`config.mk`:
```
export PLATFORM = sky130hd
export DESIGN_NAME = hill_block_cipher
export DESIGN_NICKNAME = d
export VERILOG_FILES = /design/src/rtl/core/hbc_pkg.sv /design/src/rtl/core/hbc_front.sv /design/src/rtl/core/hbc_queue.sv /design/src/rtl/core/hbc_back.sv /design/src/rtl/core/hill_block_cipher.sv
export SDC_FILE = /design/constraint.sdc
export NUM_CORES = 1
export LEC_CHECK = 0
export BUFFER_PORTS_ARGS = -buffer_cell sky130_fd_sc_hd__buf_2
export CAP_MARGIN = 20
export CORE_ASPECT_RATIO = 0.8
export CORE_UTILIZATION = 56
export CTS_BUF_LIST = sky130_fd_sc_hd__clkbuf_16
export DETAILED_ROUTE_END_ITERATION = 16
export PLACE_DENSITY = 0.74
export SETUP_SLACK_MARGIN = 0.2
export SYNTH_ARGS = -nofsm -noshare
export SYNTH_HDL_FRONTEND = slang
export SYNTH_SLANG_ARGS = --single-unit
export TNS_END_PERCENT = 50
```
`constraint.sdc`:
```
create_clock -name clk -period 9.7 [get_ports clk]
set_input_delay 0.485 -clock clk [delete_from_list [all_inputs] [get_ports clk]]
set_output_delay 0.485 -clock clk [all_outputs]
set_load 0.02 [all_outputs]
```
`src/rtl/core/hbc_pkg.sv`:
```
package hbc_pkg;

  localparam int BYTE_W         = 8;
  localparam int CNT_W          = 3;
  localparam int BSIZE_W        = 3;
  localparam int KEY_COLS       = 4;
  localparam int KEY_ROW_IDX_W  = 2;
  localparam int KEY_W          = KEY_COLS * BYTE_W;
  localparam int CFG_IDX_W      = 3;
  localparam int CFG_DATA_W     = 32;
  localparam int PROD_W         = 2 * BYTE_W;
  localparam int ACC_W          = PROD_W + KEY_ROW_IDX_W;

  localparam logic [BSIZE_W-1:0] BSIZE_RESET = BSIZE_W'(4);

  typedef enum logic [CFG_IDX_W-1:0] {
    REG_BLOCK_SIZE = 3'd0,
    REG_KEY_ROW0   = 3'd1,
    REG_KEY_ROW1   = 3'd2,
    REG_KEY_ROW2   = 3'd3,
    REG_KEY_ROW3   = 3'd4
  } cfg_reg_t;

  typedef logic [KEY_COLS-1:0][BYTE_W-1:0] blk_vec_t;
  typedef logic [KEY_COLS-1:0][KEY_W-1:0]  key_mat_t;

  typedef struct packed {
    blk_vec_t          blk;
    logic [CNT_W-1:0]  last_idx;
    logic              msg_end;
  } blk_entry_t;

endpackage

```
`src/rtl/core/hbc_front.sv`:
```
module hbc_front #(
  parameter int MAX_BLOCK = 4
) (
  input  logic                         clk,
  input  logic                         rst_n,
  input  logic                         in_valid,
  output logic                         in_ready,
  input  logic [hbc_pkg::BYTE_W-1:0]   in_data_byte,
  input  logic                         in_message_end,
  input  logic [hbc_pkg::BSIZE_W-1:0]  block_size,
  input  logic                         q_full,
  output logic                         push,
  output hbc_pkg::blk_entry_t          entry
);
  import hbc_pkg::*;

  localparam int BUF_D = (MAX_BLOCK < KEY_COLS) ? MAX_BLOCK : KEY_COLS;
  localparam logic [CNT_W:0] MAX_N = (CNT_W+1)'(MAX_BLOCK);

  logic [BYTE_W-1:0] buf_r [BUF_D];
  logic [CNT_W-1:0]  fill_r;
  logic [CNT_W-1:0]  fill_nxt;
  logic [CNT_W-1:0]  fill_inc;
  logic [CNT_W:0]    n_eff;
  logic              in_fire;
  logic              complete;
  blk_vec_t          blk_w;

  always_comb begin
    if (block_size == '0) begin
      n_eff = (CNT_W+1)'(1);
    end else if ({1'b0, block_size} > MAX_N) begin
      n_eff = MAX_N;
    end else begin
      n_eff = {1'b0, block_size};
    end
  end

  assign in_ready = !q_full;
  assign in_fire  = in_valid && !q_full;
  assign fill_inc = CNT_W'(fill_r + 1'b1);
  assign complete = in_fire && (({1'b0, fill_inc} >= n_eff) || in_message_end);
  assign fill_nxt = complete ? '0 : fill_inc;

  for (genvar c = 0; c < KEY_COLS; c++) begin : g_lane
    logic keep;
    assign keep = ((CNT_W+1)'(c) < {1'b0, fill_inc}) && ((CNT_W+1)'(c) < n_eff);
    if (c < BUF_D) begin : g_buf
      always_ff @(posedge clk) begin
        if (in_fire && fill_r == CNT_W'(c)) begin
          buf_r[c] <= in_data_byte;
        end
      end
      assign blk_w[c] = !keep ? '0 : (fill_r == CNT_W'(c)) ? in_data_byte : buf_r[c];
    end else begin : g_zero
      assign blk_w[c] = '0;
    end
  end

  assign push           = complete;
  assign entry.blk      = blk_w;
  assign entry.last_idx = CNT_W'(n_eff - 1'b1);
  assign entry.msg_end  = in_message_end;

  always_ff @(posedge clk) begin
    if (!rst_n) begin
      fill_r <= '0;
    end else if (in_fire) begin
      fill_r <= fill_nxt;
    end
  end

endmodule

```
`src/rtl/core/hbc_queue.sv`:
```
module hbc_queue (
  input  logic                 clk,
  input  logic                 rst_n,
  input  logic                 push,
  input  hbc_pkg::blk_entry_t  push_entry,
  output logic                 full,
  input  logic                 pop,
  output logic                 head_valid,
  output hbc_pkg::blk_entry_t  head_entry
);
  import hbc_pkg::*;

  localparam int DEPTH = 2;
  localparam int PTR_W = 1;
  localparam int CNT_QW = 2;

  blk_entry_t         slot_r [DEPTH];
  logic [PTR_W-1:0]   wr_ptr_r;
  logic [PTR_W-1:0]   rd_ptr_r;
  logic [CNT_QW-1:0]  count_r;
  logic [CNT_QW-1:0]  count_nxt;

  assign full       = (count_r == CNT_QW'(DEPTH));
  assign head_valid = (count_r != '0);
  assign head_entry = slot_r[rd_ptr_r];

  always_comb begin
    count_nxt = count_r;
    if (push && !pop) begin
      count_nxt = CNT_QW'(count_r + 1'b1);
    end else if (pop && !push) begin
      count_nxt = CNT_QW'(count_r - 1'b1);
    end
  end

  always_ff @(posedge clk) begin
    if (push) begin
      slot_r[wr_ptr_r] <= push_entry;
    end
  end

  always_ff @(posedge clk) begin
    if (!rst_n) begin
      wr_ptr_r <= '0;
      rd_ptr_r <= '0;
      count_r  <= '0;
    end else begin
      if (push) begin
        wr_ptr_r <= PTR_W'(wr_ptr_r + 1'b1);
      end
      if (pop) begin
        rd_ptr_r <= PTR_W'(rd_ptr_r + 1'b1);
      end
      count_r <= count_nxt;
    end
  end

`ifndef SYNTH
  a_no_overflow: assert property (@(posedge clk) disable iff (!rst_n)
    push |-> (!full || pop))
    else $error("queue push while full");
  a_no_underflow: assert property (@(posedge clk) disable iff (!rst_n)
    pop |-> head_valid)
    else $error("queue pop while empty");
`endif

endmodule

```
`src/rtl/core/hbc_back.sv`:
```
module hbc_back #(
  parameter int MODULUS_VALUE = 256
) (
  input  logic                        clk,
  input  logic                        rst_n,
  input  logic                        q_valid,
  input  hbc_pkg::blk_entry_t         q_entry,
  output logic                        pop,
  input  hbc_pkg::key_mat_t           key_rows,
  output logic                        out_valid,
  input  logic                        out_ready,
  output logic [hbc_pkg::BYTE_W-1:0]  out_byte,
  output logic                        out_run_last,
  output logic                        out_message_end
);
  import hbc_pkg::*;

  localparam int MOD_W = $clog2(MODULUS_VALUE + 1);
  localparam int REM_W = MOD_W + 1;
  localparam logic [ACC_W-1:0] RECIP = ACC_W'((1 << ACC_W) / MODULUS_VALUE);
  localparam logic [ACC_W-1:0] MOD_C = ACC_W'(MODULUS_VALUE);
  localparam logic [REM_W-1:0] MOD_R = REM_W'(MODULUS_VALUE);

  logic                    en;
  logic                    issue;
  logic [CNT_W-1:0]        row_r;
  blk_vec_t                key_row;

  logic                    s1_v_r, s1_last_r, s1_end_r;
  logic [PROD_W-1:0]       prod_r [KEY_COLS];
  logic [PROD_W-1:0]       prod_nxt [KEY_COLS];

  logic                    s2_v_r, s2_last_r, s2_end_r;
  logic [ACC_W-1:0]        acc_r;
  logic [ACC_W-1:0]        acc_nxt;

  logic                    s3_v_r, s3_last_r, s3_end_r;
  logic [ACC_W-1:0]        s3_acc_r;
  logic [ACC_W-1:0]        quot_r;
  logic [2*ACC_W-1:0]      qprod;

  logic                    s4_v_r, s4_last_r, s4_end_r;
  logic [REM_W-1:0]        rem_r;
  logic [REM_W-1:0]        rem_nxt;

  logic                    out_valid_r, out_last_r, out_end_r;
  logic [BYTE_W-1:0]       out_byte_r;
  logic [REM_W-1:0]        fixed_rem;

  assign en    = !out_valid_r || out_ready;
  assign issue = q_valid && en;
  assign pop   = issue && (row_r == q_entry.last_idx);

  assign key_row = (row_r < CNT_W'(KEY_COLS)) ?
                   blk_vec_t'(key_rows[row_r[KEY_ROW_IDX_W-1:0]]) : '0;

  always_comb begin
    acc_nxt = '0;
    for (int k = 0; k < KEY_COLS; k++) begin
      prod_nxt[k] = PROD_W'(key_row[k]) * PROD_W'(q_entry.blk[k]);
      acc_nxt     = ACC_W'(acc_nxt + ACC_W'(prod_r[k]));
    end
  end

  assign qprod     = (2*ACC_W)'(acc_r) * (2*ACC_W)'(RECIP);
  assign rem_nxt   = REM_W'(s3_acc_r - ACC_W'(quot_r * MOD_C));
  assign fixed_rem = (rem_r >= MOD_R) ? REM_W'(rem_r - MOD_R) : rem_r;

  always_ff @(posedge clk) begin
    if (!rst_n) begin
      row_r       <= '0;
      s1_v_r      <= 1'b0;
      s2_v_r      <= 1'b0;
      s3_v_r      <= 1'b0;
      s4_v_r      <= 1'b0;
      out_valid_r <= 1'b0;
    end else if (en) begin
      if (issue) begin
        row_r <= pop ? '0 : CNT_W'(row_r + 1'b1);
      end
      s1_v_r      <= issue;
      s2_v_r      <= s1_v_r;
      s3_v_r      <= s2_v_r;
      s4_v_r      <= s3_v_r;
      out_valid_r <= s4_v_r;
    end
  end

  always_ff @(posedge clk) begin
    if (en) begin
      prod_r     <= prod_nxt;
      s1_last_r  <= (row_r == q_entry.last_idx);
      s1_end_r   <= q_entry.msg_end && (row_r == q_entry.last_idx);
      acc_r      <= acc_nxt;
      s2_last_r  <= s1_last_r;
      s2_end_r   <= s1_end_r;
      s3_acc_r   <= acc_r;
      quot_r     <= qprod[2*ACC_W-1:ACC_W];
      s3_last_r  <= s2_last_r;
      s3_end_r   <= s2_end_r;
      rem_r      <= rem_nxt;
      s4_last_r  <= s3_last_r;
      s4_end_r   <= s3_end_r;
      out_byte_r <= BYTE_W'(fixed_rem);
      out_last_r <= s4_last_r;
      out_end_r  <= s4_end_r;
    end
  end

  assign out_valid       = out_valid_r;
  assign out_byte        = out_byte_r;
  assign out_run_last    = out_last_r;
  assign out_message_end = out_end_r;

`ifndef SYNTH
  a_row_in_block: assert property (@(posedge clk) disable iff (!rst_n)
    q_valid |-> (row_r <= q_entry.last_idx))
    else $error("row counter past end of block");
  a_rem_bound: assert property (@(posedge clk) disable iff (!rst_n)
    s4_v_r |-> (rem_r < REM_W'(2 * MODULUS_VALUE)))
    else $error("reduction estimate off by more than one");
  a_end_on_last: assert property (@(posedge clk) disable iff (!rst_n)
    (out_valid_r && out_end_r) |-> out_last_r)
    else $error("message end flagged on a byte that does not close a block");
`endif

endmodule

```
`src/rtl/core/hill_block_cipher.sv`:
```
// Path: a byte that closes a block is written to the block queue; its rows then pass the
// product, sum, quotient, remainder and output registers, one per cycle unless stalled.
// Throughput: one byte in and one out per cycle, set by the one-row-per-cycle dot-product
// pipeline, unless stalled; a two-entry block queue decouples collection from computation.
// Reset (synchronous, active low): fill count, queue and pipeline valid flags cleared,
// block size 4, key rows 0.
module hill_block_cipher #(
  parameter int MAX_BLOCK     = 4,
  parameter int MODULUS_VALUE = 256
) (
  input  logic                            clk,
  input  logic                            rst_n,
  input  logic                            in_valid,
  output logic                            in_ready,
  input  logic [hbc_pkg::BYTE_W-1:0]      in_data_byte,
  input  logic                            in_message_end,
  output logic                            out_valid,
  input  logic                            out_ready,
  output logic [hbc_pkg::BYTE_W-1:0]      out_byte,
  output logic                            out_run_last,
  output logic                            out_message_end,
  input  logic                            cfg_wr_en,
  input  logic [hbc_pkg::CFG_IDX_W-1:0]   cfg_index,
  input  logic [hbc_pkg::CFG_DATA_W-1:0]  cfg_wr_data
);
  import hbc_pkg::*;

  logic [BSIZE_W-1:0] block_size_r;
  key_mat_t           key_rows_r;

  logic               q_full;
  logic               q_push;
  blk_entry_t         q_in;
  logic               q_pop;
  logic               q_valid;
  blk_entry_t         q_head;

  always_ff @(posedge clk) begin
    if (!rst_n) begin
      block_size_r <= BSIZE_RESET;
      key_rows_r   <= '0;
    end else if (cfg_wr_en) begin
      case (cfg_index)
        REG_BLOCK_SIZE: block_size_r  <= cfg_wr_data[BSIZE_W-1:0];
        REG_KEY_ROW0:   key_rows_r[0] <= cfg_wr_data[KEY_W-1:0];
        REG_KEY_ROW1:   key_rows_r[1] <= cfg_wr_data[KEY_W-1:0];
        REG_KEY_ROW2:   key_rows_r[2] <= cfg_wr_data[KEY_W-1:0];
        REG_KEY_ROW3:   key_rows_r[3] <= cfg_wr_data[KEY_W-1:0];
        default: begin
        end
      endcase
    end
  end

  hbc_front #(
    .MAX_BLOCK(MAX_BLOCK)
  ) u_front (
    .clk            (clk),
    .rst_n          (rst_n),
    .in_valid       (in_valid),
    .in_ready       (in_ready),
    .in_data_byte   (in_data_byte),
    .in_message_end (in_message_end),
    .block_size     (block_size_r),
    .q_full         (q_full),
    .push           (q_push),
    .entry          (q_in)
  );

  hbc_queue u_queue (
    .clk        (clk),
    .rst_n      (rst_n),
    .push       (q_push),
    .push_entry (q_in),
    .full       (q_full),
    .pop        (q_pop),
    .head_valid (q_valid),
    .head_entry (q_head)
  );

  hbc_back #(
    .MODULUS_VALUE(MODULUS_VALUE)
  ) u_back (
    .clk             (clk),
    .rst_n           (rst_n),
    .q_valid         (q_valid),
    .q_entry         (q_head),
    .pop             (q_pop),
    .key_rows        (key_rows_r),
    .out_valid       (out_valid),
    .out_ready       (out_ready),
    .out_byte        (out_byte),
    .out_run_last    (out_run_last),
    .out_message_end (out_message_end)
  );

endmodule
```
==> run_results.csv, run 1 <==
group,metric,value,unit
status,status,"complete, no violations",
worst_setup_path,worstSetupPathType,"reg -> reg",
worst_setup_path,cp_num_buf_inv,4,
yosys,synth_top_cell_area_share,31.29,%
yosys,syn_area,0.01709,sq mm
pwr,power.static_leakage,0.007583,uW
worst_setup_path,cp.depth,15,
final_layout,area_delta_synth_final,10.38,%
yosys,syn_inst,1545,
worst_setup_path,critPathMaxStageDelay,0.69,ns
cts,post-cts-setup-buffer-count,0,
routing,dr.pass1.iters,5,
timing,setup_viol_count_final,0,
final_layout,postLayoutCoreUtil,63.63,%
final_layout,stdcell_area,0.01886,sq mm
routing,drtAntennaViolNets,0,
floorplan,rows,56,
flow_run,drv_cap,0,
timing,slew_violations,0,
timing,max_freq,191.6,MHz
yosys,synth_area_leader_cell,"edfxtp_1",
worst_setup_path,crit_fanout,18,
worst_setup_path,required,9.96,ns
grt,grt_pass1_vias,10961,
cts,cts_buffer_depth,3,
floorplan,coreArea,0.02964,sq mm
cts,cts_hold_buffers,0,
worst_hold_path,hold_class,"in -> reg",
cts,cts_made_buffers,35,
floorplan,io_pins,61,
floorplan,initial_core_util,57.65,%
routing,initialDrtViolationCount,823,
yosys,synth_area_per_cell,11.06,sq um
timing,rsz0062_at_grt,"no",
yosys,synth_cell_types,50,
yosys,netlist_top_cells_area,"edfxtp_1, dfxtp_1, nand2_1",
yosys,yosysWarnings,0,
worst_hold_path,holdPathStages,1,
final_layout,post_route_cells_drive_above_1_share,10.34,%
final_layout,mostFrequentLayoutCells,"nand2_1, edfxtp_1, dfxtp_1, a21boi_0, inv_1",
cts,worstSkewPairLatency,0.53,ns
pwr,power_density,172.3,mW/mm^2
timing,max_slew_margin,30.68,%
cts,cts_tree,"yes",
worst_setup_path,crit_family,"adder cells",
yosys,synth.net_count,1740,
routing,vias,11038,
timing,period_share,53.80,%
routing,routedWlPerCell,17.94,um
placement,portBuffers,60,
timing,fin_skew,0.02996,ns
cts,cts-root-buf,"clkbuf_16",
cts,cts.clk_slew.worst_paths,0.06,ns
worst_setup_path,path_cells,"buf_4 > mux4_2 > nand2_1 > fa_1 > inv_1 > ha_1 > fa_1 > inv_1 > fa_1 > inv_1 > ha_1 > a21oi_1 > xor2_2 > xnor3_1 > xnor2_1",
final_layout,fin_nets,1783,
yosys,synth_edf_count,178,
grt,grt_usage,24.36,%
pwr,vdd_drop_max,0.1475,mV
floorplan,die_area,0.03122,sq mm
timing,fin_crit,5.219,ns
placement,place_congestion,0.8727,
worst_setup_path,rr_worst_depth,15,
grt,grt_pass1_wl,58570,um
placement,place_ws,4.462,ns
placement,dp_hpwl,24560,um
worst_setup_path,crit_slowest_cell,"dfxtp_2",
worst_setup_path,critPathArrivalTime,5.48,ns
timing,finalHoldViolCount,0,
final_layout,fill_cells,2302,
timing,timing.setup.tns,0,ns
placement,placed_area,0.01768,sq mm
timing,setup_ws,4.481,ns
cts,clock_sinks,325,
yosys,async_flop_share,0,%
grt,overflow,0,
yosys,ys_ff_latch,325,
timing,tightest_slew,1.040,ns
cts,htree_levels,2,
yosys,synth_ff_type,"edfxtp_1",
cts,cts_resized,0,
worst_setup_path,end_kind,"register",
routing,detail_route.wirelength,36290,um
grt,grt_max_degree,148,
routing,via_per_inst,5.456,
final_layout,final_common_cell,"nand2_1",
floorplan,die_height,158.2,um
floorplan,die_w,197.3,um
grt,grt_antenna_before_repair,1,
routing,drc,0,
worst_setup_path,critPathLaunchType,"register",
yosys,ys_seq_area_share,48.51,%
-- layout make-up --
| type | count | area (sq um) | area share, % |
|---|---|---|---|
| timing repair buffer | 72 | 422.9 | 2.243 |
| clock inverter | 27 | 202.7 | 1.075 |
| clock buffer | 37 | 925.9 | 4.910 |
| antenna | 2 | 5.005 | 0.02654 |
| multi-input combinational | 1056 | 8134 | 43.13 |
| sequential | 325 | 8290 | 43.96 |
| inverter | 98 | 369.1 | 1.957 |
| tap | 406 | 508.0 | 2.694 |
-- per-layer routing --
layer / routed length [um] / global-route usage (%)
met5: 0 / 0
met4: 512 / 5.131
met3: 2233 / 3.622
met2: 16740 / 39.84
met1: 16800 / 34.60
-- power by group --
part	total (uW)	switching (uW)	internal, uW
combinational	342	208	134
sequential	1600	36.7	1570
clock	1300	551	752
total	3250	796	2450
-- flip-flops by register name, indices dropped and copies added, names as in the netlist, 3 cells and up, named ones only --
| register | flops |
|---|---|
| u_back.prod_r | 32 |
| u_front.fill_r | 3 |
| u_back.s3_acc_r | 8 |
| key_rows_r | 128 |
| u_back.rem_r | 8 |
| u_back.acc_r | 8 |
| u_back.out_byte | 8 |
| block_size_r | 3 |
| u_queue.slot_r | 72 |
| u_front.buf_r | 32 |
| u_back.row_r | 3 |
-- final timing paths --
| check | from | to | slack (ns) |
|---|---|---|---|
| hold reg to reg | u_back.acc_r[3]$_DFFE_PN_ | u_back.s3_acc_r[3]$_DFFE_PN_ | 0.42 |
| setup reg to reg | u_back.row_r[1]$_SDFFE_PN0P_ | u_back.prod_r[39]$_DFFE_PN_ | 4.48 |
| setup / recovery | u_back.row_r[1]$_SDFFE_PN0P_ | u_back.prod_r[39]$_DFFE_PN_ | 4.48 |
| hold / removal | in_message_end | u_queue.slot_r[1][0]$_DFFE_PP_ | 0.18 |
-- cell families after synthesis --
| kind of cell | after synthesis | synth area share (%) |
|---|---|---|
| simple gates | 556 | 14.19 |
| flops | 325 | 48.51 |
| compound gates | 199 | 8.041 |
| buf+inv | 164 | 4.035 |
| fa+ha+maj | 146 | 13.42 |
| mux | 79 | 7.543 |
| xor+xnor | 76 | 4.262 |
-- cells in the mapped netlist, types with 2 or more instances --
| cell type | instances |
|---|---|
| nor3_1 | 4 |
| and2_1 | 44 |
| buf_1 | 3 |
| a21boi_0 | 135 |
| o21ai_1 | 2 |
| a21o_1 | 10 |
| mux4_2 | 10 |
| and3_1 | 4 |
| nor2b_1 | 38 |
| o21ai_0 | 6 |
| mux2_2 | 12 |
| buf_2 | 4 |
| nand2_1 | 374 |
| mux4_1 | 22 |
| nand2b_1 | 21 |
| xnor2_1 | 63 |
| xor2_1 | 8 |
| buf_12 | 2 |
| dfxtp_1 | 147 |
| o21a_1 | 3 |
| or2_2 | 2 |
| edfxtp_1 | 178 |
| inv_1 | 98 |
| fa_1 | 62 |
| ha_1 | 84 |
| nand3_1 | 2 |
| nor2_1 | 54 |
| clkbuf_1 | 51 |
| buf_6 | 2 |
| mux2i_1 | 35 |
| nand3b_1 | 2 |
| a21oi_1 | 40 |
| buf_4 | 3 |
| xnor3_1 | 4 |
-- stage by stage --
stage          hold slack [ns]  std cells  total power [uW]
2_1_floorplan           0.4003       1545              1864
3_3_place_gp            0.4013       1955              1962
3_5_place_dp            0.4045       1955              1974
4_1_cts                 0.1659       2019              3273
5_1_grt                 0.1775       2021              3371
6_report                0.1812       2023              3249
Note: power is estimated with default switching activity, not from simulation.
==> inputs of run 2 (changes only) <==
PLACE_DENSITY = 0.77   (was 0.74)
clock period = 4.5 ns   (was 9.7 ns; I/O delays follow)
==> run_results.csv, run 2 (synthesis gave the netlist of run 1 again) <==
group,metric,value,unit
flow_run,drv_cap,0,
cts,cts_made_buffers,34,
cts,clock_sinks,325,
routing,drtAntennaViolNets,0,
floorplan,die_area,0.03122,sq mm
cts,worstSkewPairLatency,0.53,ns
placement,portBuffers,60,
worst_setup_path,critPathLaunchType,"register",
final_layout,fin_nets,1869,
final_layout,largest_reg_flops,128,
final_layout,regMostFlops,"key_rows_r",
pwr,power_density,352.9,mW/mm^2
timing,fin_skew,0.01368,ns
cts,cts-root-buf,"clkbuf_16",
final_layout,mostFrequentLayoutCells,"nand2_1, edfxtp_1, dfxtp_1, a21boi_0, inv_1",
pwr,vdd_drop_max,0.2820,mV
grt,grt_antenna_before_repair,1,
worst_setup_path,r2r_setup_slack,0.06,ns
floorplan,coreArea,0.02964,sq mm
final_layout,final_common_cell,"nand2_1",
worst_setup_path,path_cells,"buf_4 > mux4_2 > or2b_1 > or2_4 > fa_1 > inv_1 > ha_1 > inv_2 > fa_1 > fa_2 > inv_1 > ha_4 > a21oi_4 > xnor2_2 > xnor2_2 > xnor2_1",
grt,grt_max_degree,89,
routing,vias,11581,
worst_hold_path,holdPathStages,1,
routing,dr.pass1.iters,5,
final_layout,post_route_cells_drive_above_1_share,18.20,%
routing,drc,0,
worst_setup_path,crit_slowest_cell,"fa_2",
timing,max_freq,225.3,MHz
timing,tightest_slew,1.054,ns
timing,max_slew_margin,29.74,%
final_layout,postLayoutCoreUtil,67.28,%
worst_setup_path,worstSetupPathType,"reg -> reg",
timing,holdWs,0.02096,ns
status,status,"complete, no violations",
pwr,power,7038,uW
floorplan,rows,56,
cts,cts_buffer_depth,3,
worst_setup_path,critPathMaxStageDelay,0.57,ns
timing,setup_viol_count_final,0,
placement,place_ws,-0.07798,ns
routing,routedWlPerCell,18.37,um
worst_setup_path,crit_fanout,6,
grt,overflow,0,
routing,detail_route.wirelength,38680,um
worst_setup_path,required,4.78,ns
grt,grt_usage,25.74,%
final_layout,area_delta_synth_final,16.72,%
worst_hold_path,hold_class,"in -> reg",
placement,dp_hpwl,25930,um
cts,cts.clk_slew.worst_paths,0.06,ns
timing,rsz0062_at_grt,"yes",
pwr,power.static_leakage,0.007897,uW
routing,initialDrtViolationCount,968,
timing,fin_crit,4.438,ns
timing,slew_violations,0,
grt,grt_pass1_wl,62000,um
grt,grt_pass1_vias,11730,
floorplan,io_pins,61,
worst_hold_path,holdPathEnd,"u_front.buf_r[3][1]$_DFFE_PP_",
floorplan,die_height,158.2,um
worst_setup_path,r2r-end,"u_back.prod_r[7]$_DFFE_PN_",
timing,setup_ws,0.06192,ns
placement,dp_cells,1992,
placement,place_congestion,0.8800,
timing,finalHoldViolCount,0,
floorplan,die_w,197.3,um
worst_setup_path,critPathArrivalTime,4.72,ns
routing,via_per_inst,5.502,
cts,htree_levels,2,
final_layout,largestRegisters,"key_rows_r: 128 flops, u_queue.slot_r: 72 flops",
worst_setup_path,rr_worst_depth,16,
timing,period_share,98.62,%
final_layout,stdcell_count,2105,
worst_setup_path,end_kind,"register",
floorplan,initial_core_util,57.65,%
worst_hold_path,worstHoldStart,"in_data_byte[1]",
worst_setup_path,rr_startpoint,"u_back.row_r[1]$_SDFFE_PN0P_",
cts,cts_tree,"yes",
-- run 2: how the worst max path moves through the flow --
| stage | startpoint | end | slack, ns |
|---|---|---|---|
| after global routing | u_back.row_r[1]$_SDFFE_PN0P_ | u_back.prod_r[7]$_DFFE_PN_ | -0.06 |
| after CTS | u_back.row_r[1]$_SDFFE_PN0P_ | u_back.prod_r[39]$_DFFE_PN_ | 0.05 |
| final | u_back.row_r[1]$_SDFFE_PN0P_ | u_back.prod_r[7]$_DFFE_PN_ | 0.06 |
| after detailed placement | u_back.row_r[1]$_SDFFE_PN0P_ | u_back.prod_r[39]$_DFFE_PN_ | -0.08 |
| after global placement | u_back.row_r[1]$_SDFFE_PN0P_ | u_back.prod_r[39]$_DFFE_PN_ | 0.01 |
| after floorplan | u_back.row_r[1]$_SDFFE_PN0P_ | u_back.prod_r[39]$_DFFE_PN_ | 0.10 |
-- run 2: metrics by stage --
stage / instance area (sq um) / setup TNS, ns
CTS: 19680 / 0
finish: 19940 / 0
global placement: 18120 / 0
floorplan: 17220 / 0
global route: 19940 / -0.1098
detailed placement: 18120 / -0.1775
-- run 2: final cells by class --
cell class,count,area [sq um]
multi-input cells,1056,8487
inverters,98,369.1
clock buffers,36,900.9
repair buffers,159,1216
fillers,2120,9697
well taps,406,508.0
clock inverters,24,162.7
diodes,1,2.502
flip-flops and latches,325,8295
-- run 2: layer usage --
layer	vias to the layer above	GRT usage [%]	wire [um]
li1	5421	-	-
met1	5703	35.00	16900
met2	404	42.27	18230
met3	53	5.006	2805
met4	0	7.051	745
met5	-	0	0
-- run 2: timing repair --
action                                  in CTS  in global routing
endpoints found under the hold margin      108                  0
hold buffers                                31                  0
pin swaps                                   21                 49
setup buffers                               10                 11
endpoints found under the setup margin       5                  6
resized for setup                           40                 49
-- run 2: power by group --
part | leakage (uW) | switching, uW | internal (uW)
combinational | 0.00428 | 492 | 373
clock | 0.000552 | 1150 | 1560
sequential | 0.00306 | 78.9 | 3380
-- run 2: worst max-delay path, delay by kind of cell (launching register included) --
family	cells	cell delay, ns
buffers and inverters	4	0.31
muxes	1	0.34
adders and majority gates	5	2.10
AOI/OAI and AO/OA	1	0.17
xor gates and xnor gates	3	0.39
DFF	1	0.37
and+or+nand+nor	2	0.51
==> inputs of run 3 (changes only) <==
PLACE_DENSITY = 0.74   (was 0.77)
clock period = 5.2 ns   (was 4.5 ns; I/O delays follow)
==> run_results.csv, run 3 (synthesis gave the netlist of run 1 again) <==
group,metric,value,unit
final_layout,regMostFlops,"key_rows_r",
cts,cts_tree,"yes",
cts,cts.clk_slew.worst_paths,0.06,ns
timing,max_freq,205.8,MHz
final_layout,post_route_cells_drive_above_1_share,10.54,%
routing,initialDrtViolationCount,888,
routing,detail_route.wirelength,37210,um
cts,worstSkewPairLatency,0.53,ns
worst_setup_path,worstSetupPathType,"reg -> reg",
worst_setup_path,path_cells,"mux4_1 > nor2b_1 > nand2_1 > fa_1 > fa_1 > inv_1 > fa_1 > inv_1 > fa_1 > inv_1 > ha_1 > a21oi_1 > xor2_2 > xnor3_1 > xnor2_1",
timing,max_slew_margin,28.99,%
pwr,power.switching,1465,uW
timing,tightest_slew,1.065,ns
floorplan,die_height,158.2,um
timing,setup_ws,0.3416,ns
timing,timing.setup.tns,0,ns
placement,dp_hpwl,25710,um
final_layout,stdcell_count,2038,
timing,rsz0062_at_grt,"yes",
routing,routedWlPerCell,18.26,um
pwr,power.static_leakage,0.007639,uW
final_layout,mostFrequentLayoutCells,"nand2_1, edfxtp_1, dfxtp_1, a21boi_0, inv_1",
routing,vias,11110,
pwr,power,5928,uW
grt,grt_max_degree,85,
floorplan,die_w,197.3,um
cts,htree_levels,2,
final_layout,stdcell_area,0.01893,sq mm
floorplan,io_pins,61,
floorplan,rows,56,
placement,portBuffers,60,
worst_setup_path,cpMostUsedCell,"fa_1",
cts,cts-root-buf,"clkbuf_16",
pwr,pwr-share-seq,50.6,%
routing,drc,0,
timing,fin_skew,0.02082,ns
floorplan,coreArea,0.02964,sq mm
timing,period_share,93.43,%
pwr,clockPowerShare,38.4,%
worst_setup_path,critPathMaxStageDelay,0.55,ns
routing,via_per_inst,5.451,
final_layout,final_common_cell,"nand2_1",
timing,finalHoldViolCount,0,
final_layout,fin_nets,1803,
timing,setup_viol_count_final,0,
status,status,"complete, no violations",
worst_setup_path,crit_slowest_cell,"fa_1",
final_layout,largestRegisters,"key_rows_r: 128 flops, u_queue.slot_r: 72 flops",
final_layout,multiInputGateArea,0.008137,sq mm
worst_setup_path,critPathArrivalTime,5.12,ns
floorplan,die_area,0.03122,sq mm
pwr,power_density,313.2,mW/mm^2
placement,placed_area,0.01776,sq mm
worst_setup_path,cp_num_buf_inv,3,
worst_hold_path,hold_class,"in -> reg",
worst_setup_path,critPathLaunchType,"register",
placement,dp_cells,1965,
flow_run,drv_cap,0,
cts,clock_sinks,325,
floorplan,initial_core_util,57.65,%
cts,cts_buffer_depth,3,
worst_setup_path,required,5.47,ns
timing,fin_crit,4.858,ns
grt,grt_usage,24.96,%
pwr,power.internal,4463,uW
pwr,vdd_drop_max,0.2272,mV
final_layout,fill_cells,2279,
placement,place_ws,0.2431,ns
routing,dr.pass1.iters,5,
worst_setup_path,crit_family,"adder cells",
worst_setup_path,end_kind,"register",
placement,place_congestion,0.8309,
timing,slew_violations,0,
final_layout,largest_reg_flops,128,
worst_setup_path,crit_fanout,12,
pwr,combPwrFrac,11.0,%
pwr,swShare,24.72,%
grt,overflow,0,
final_layout,ff_latch_area,0.008294,sq mm
grt,grt_pass1_vias,11167,
grt,grt_pass1_wl,59890,um
routing,drtAntennaViolNets,0,
grt,grt_antenna_before_repair,1,
final_layout,area_delta_synth_final,10.77,%
cts,cts_made_buffers,34,
final_layout,diodes,0,
-- run 3: through the flow --
stage                     utilization [%]  hold WS [ns]
after detailed placement            59.92        0.4045
after global placement              59.92        0.4012
after floorplan                         -        0.3589
after global routing                63.86       0.01820
final                               63.86      0.008947
after CTS                           63.67     0.0003252
-- run 3: final timing paths --
kind                                                    from                     endpoint  slack, ns  cells after the start
worst min-delay path                          cfg_wr_data[3]   key_rows_r[3]$_SDFFE_PN0P_      0.009                      3
worst max register to register  u_back.row_r[1]$_SDFFE_PN0P_  u_back.prod_r[39]$_DFFE_PN_       0.34                     15
worst max-delay path            u_back.row_r[1]$_SDFFE_PN0P_  u_back.prod_r[39]$_DFFE_PN_       0.34                     15
worst min register to register    u_back.s3_last_r$_DFFE_PN_   u_back.s4_last_r$_DFFE_PN_       0.41                      0
-- run 3: worst reg2reg max path, delay by kind of cell (launching register included) --
kind / cells / cell delay, ns
flip-flops: 1 / 0.41
AO/OA/AOI/OAI: 1 / 0.25
XOR/XNOR: 3 / 0.65
buffers and inverters: 3 / 0.14
multiplexers: 1 / 0.49
adder cells (fa/ha/maj): 5 / 2.35
AND/OR/NAND/NOR: 2 / 0.31
-- run 3: power by group through the flow --
stage                     clock (uW)  sequential (uW)  combinational, uW
after floorplan                    0             3060                422
after global placement             0             3050                626
after detailed placement           0             3050                639
after CTS                       2310             3000                651
after global routing            2410             3020                724
final                           2280             3000                654
-- run 3: metal layers --
metal / part of all wire, % / up-vias / global-route usage, %
met4: 2.4 / 0 / 7.272
met2: 45 / 370 / 38.87
met5: 0 / - / 0
met1: 45 / 5374 / 35.44
met3: 7.9 / 62 / 5.070
li1: - / 5304 / -
-- run 3: cell type report --
class	count	area share [%]
sequential	325	43.83
inverter	98	1.950
multi-input combinational	1056	42.99
clock buffer	35	4.628
clock inverter	25	0.7735
tap	406	2.684
timing repair buffer	93	3.147
-- run 3: repair_timing --
item                                    CTS  global route
endpoints found under the setup margin    0             4
endpoints found under the hold margin    13             0
setup buffers                             0             2
resized for setup                         0             3
hold buffers                              9             0
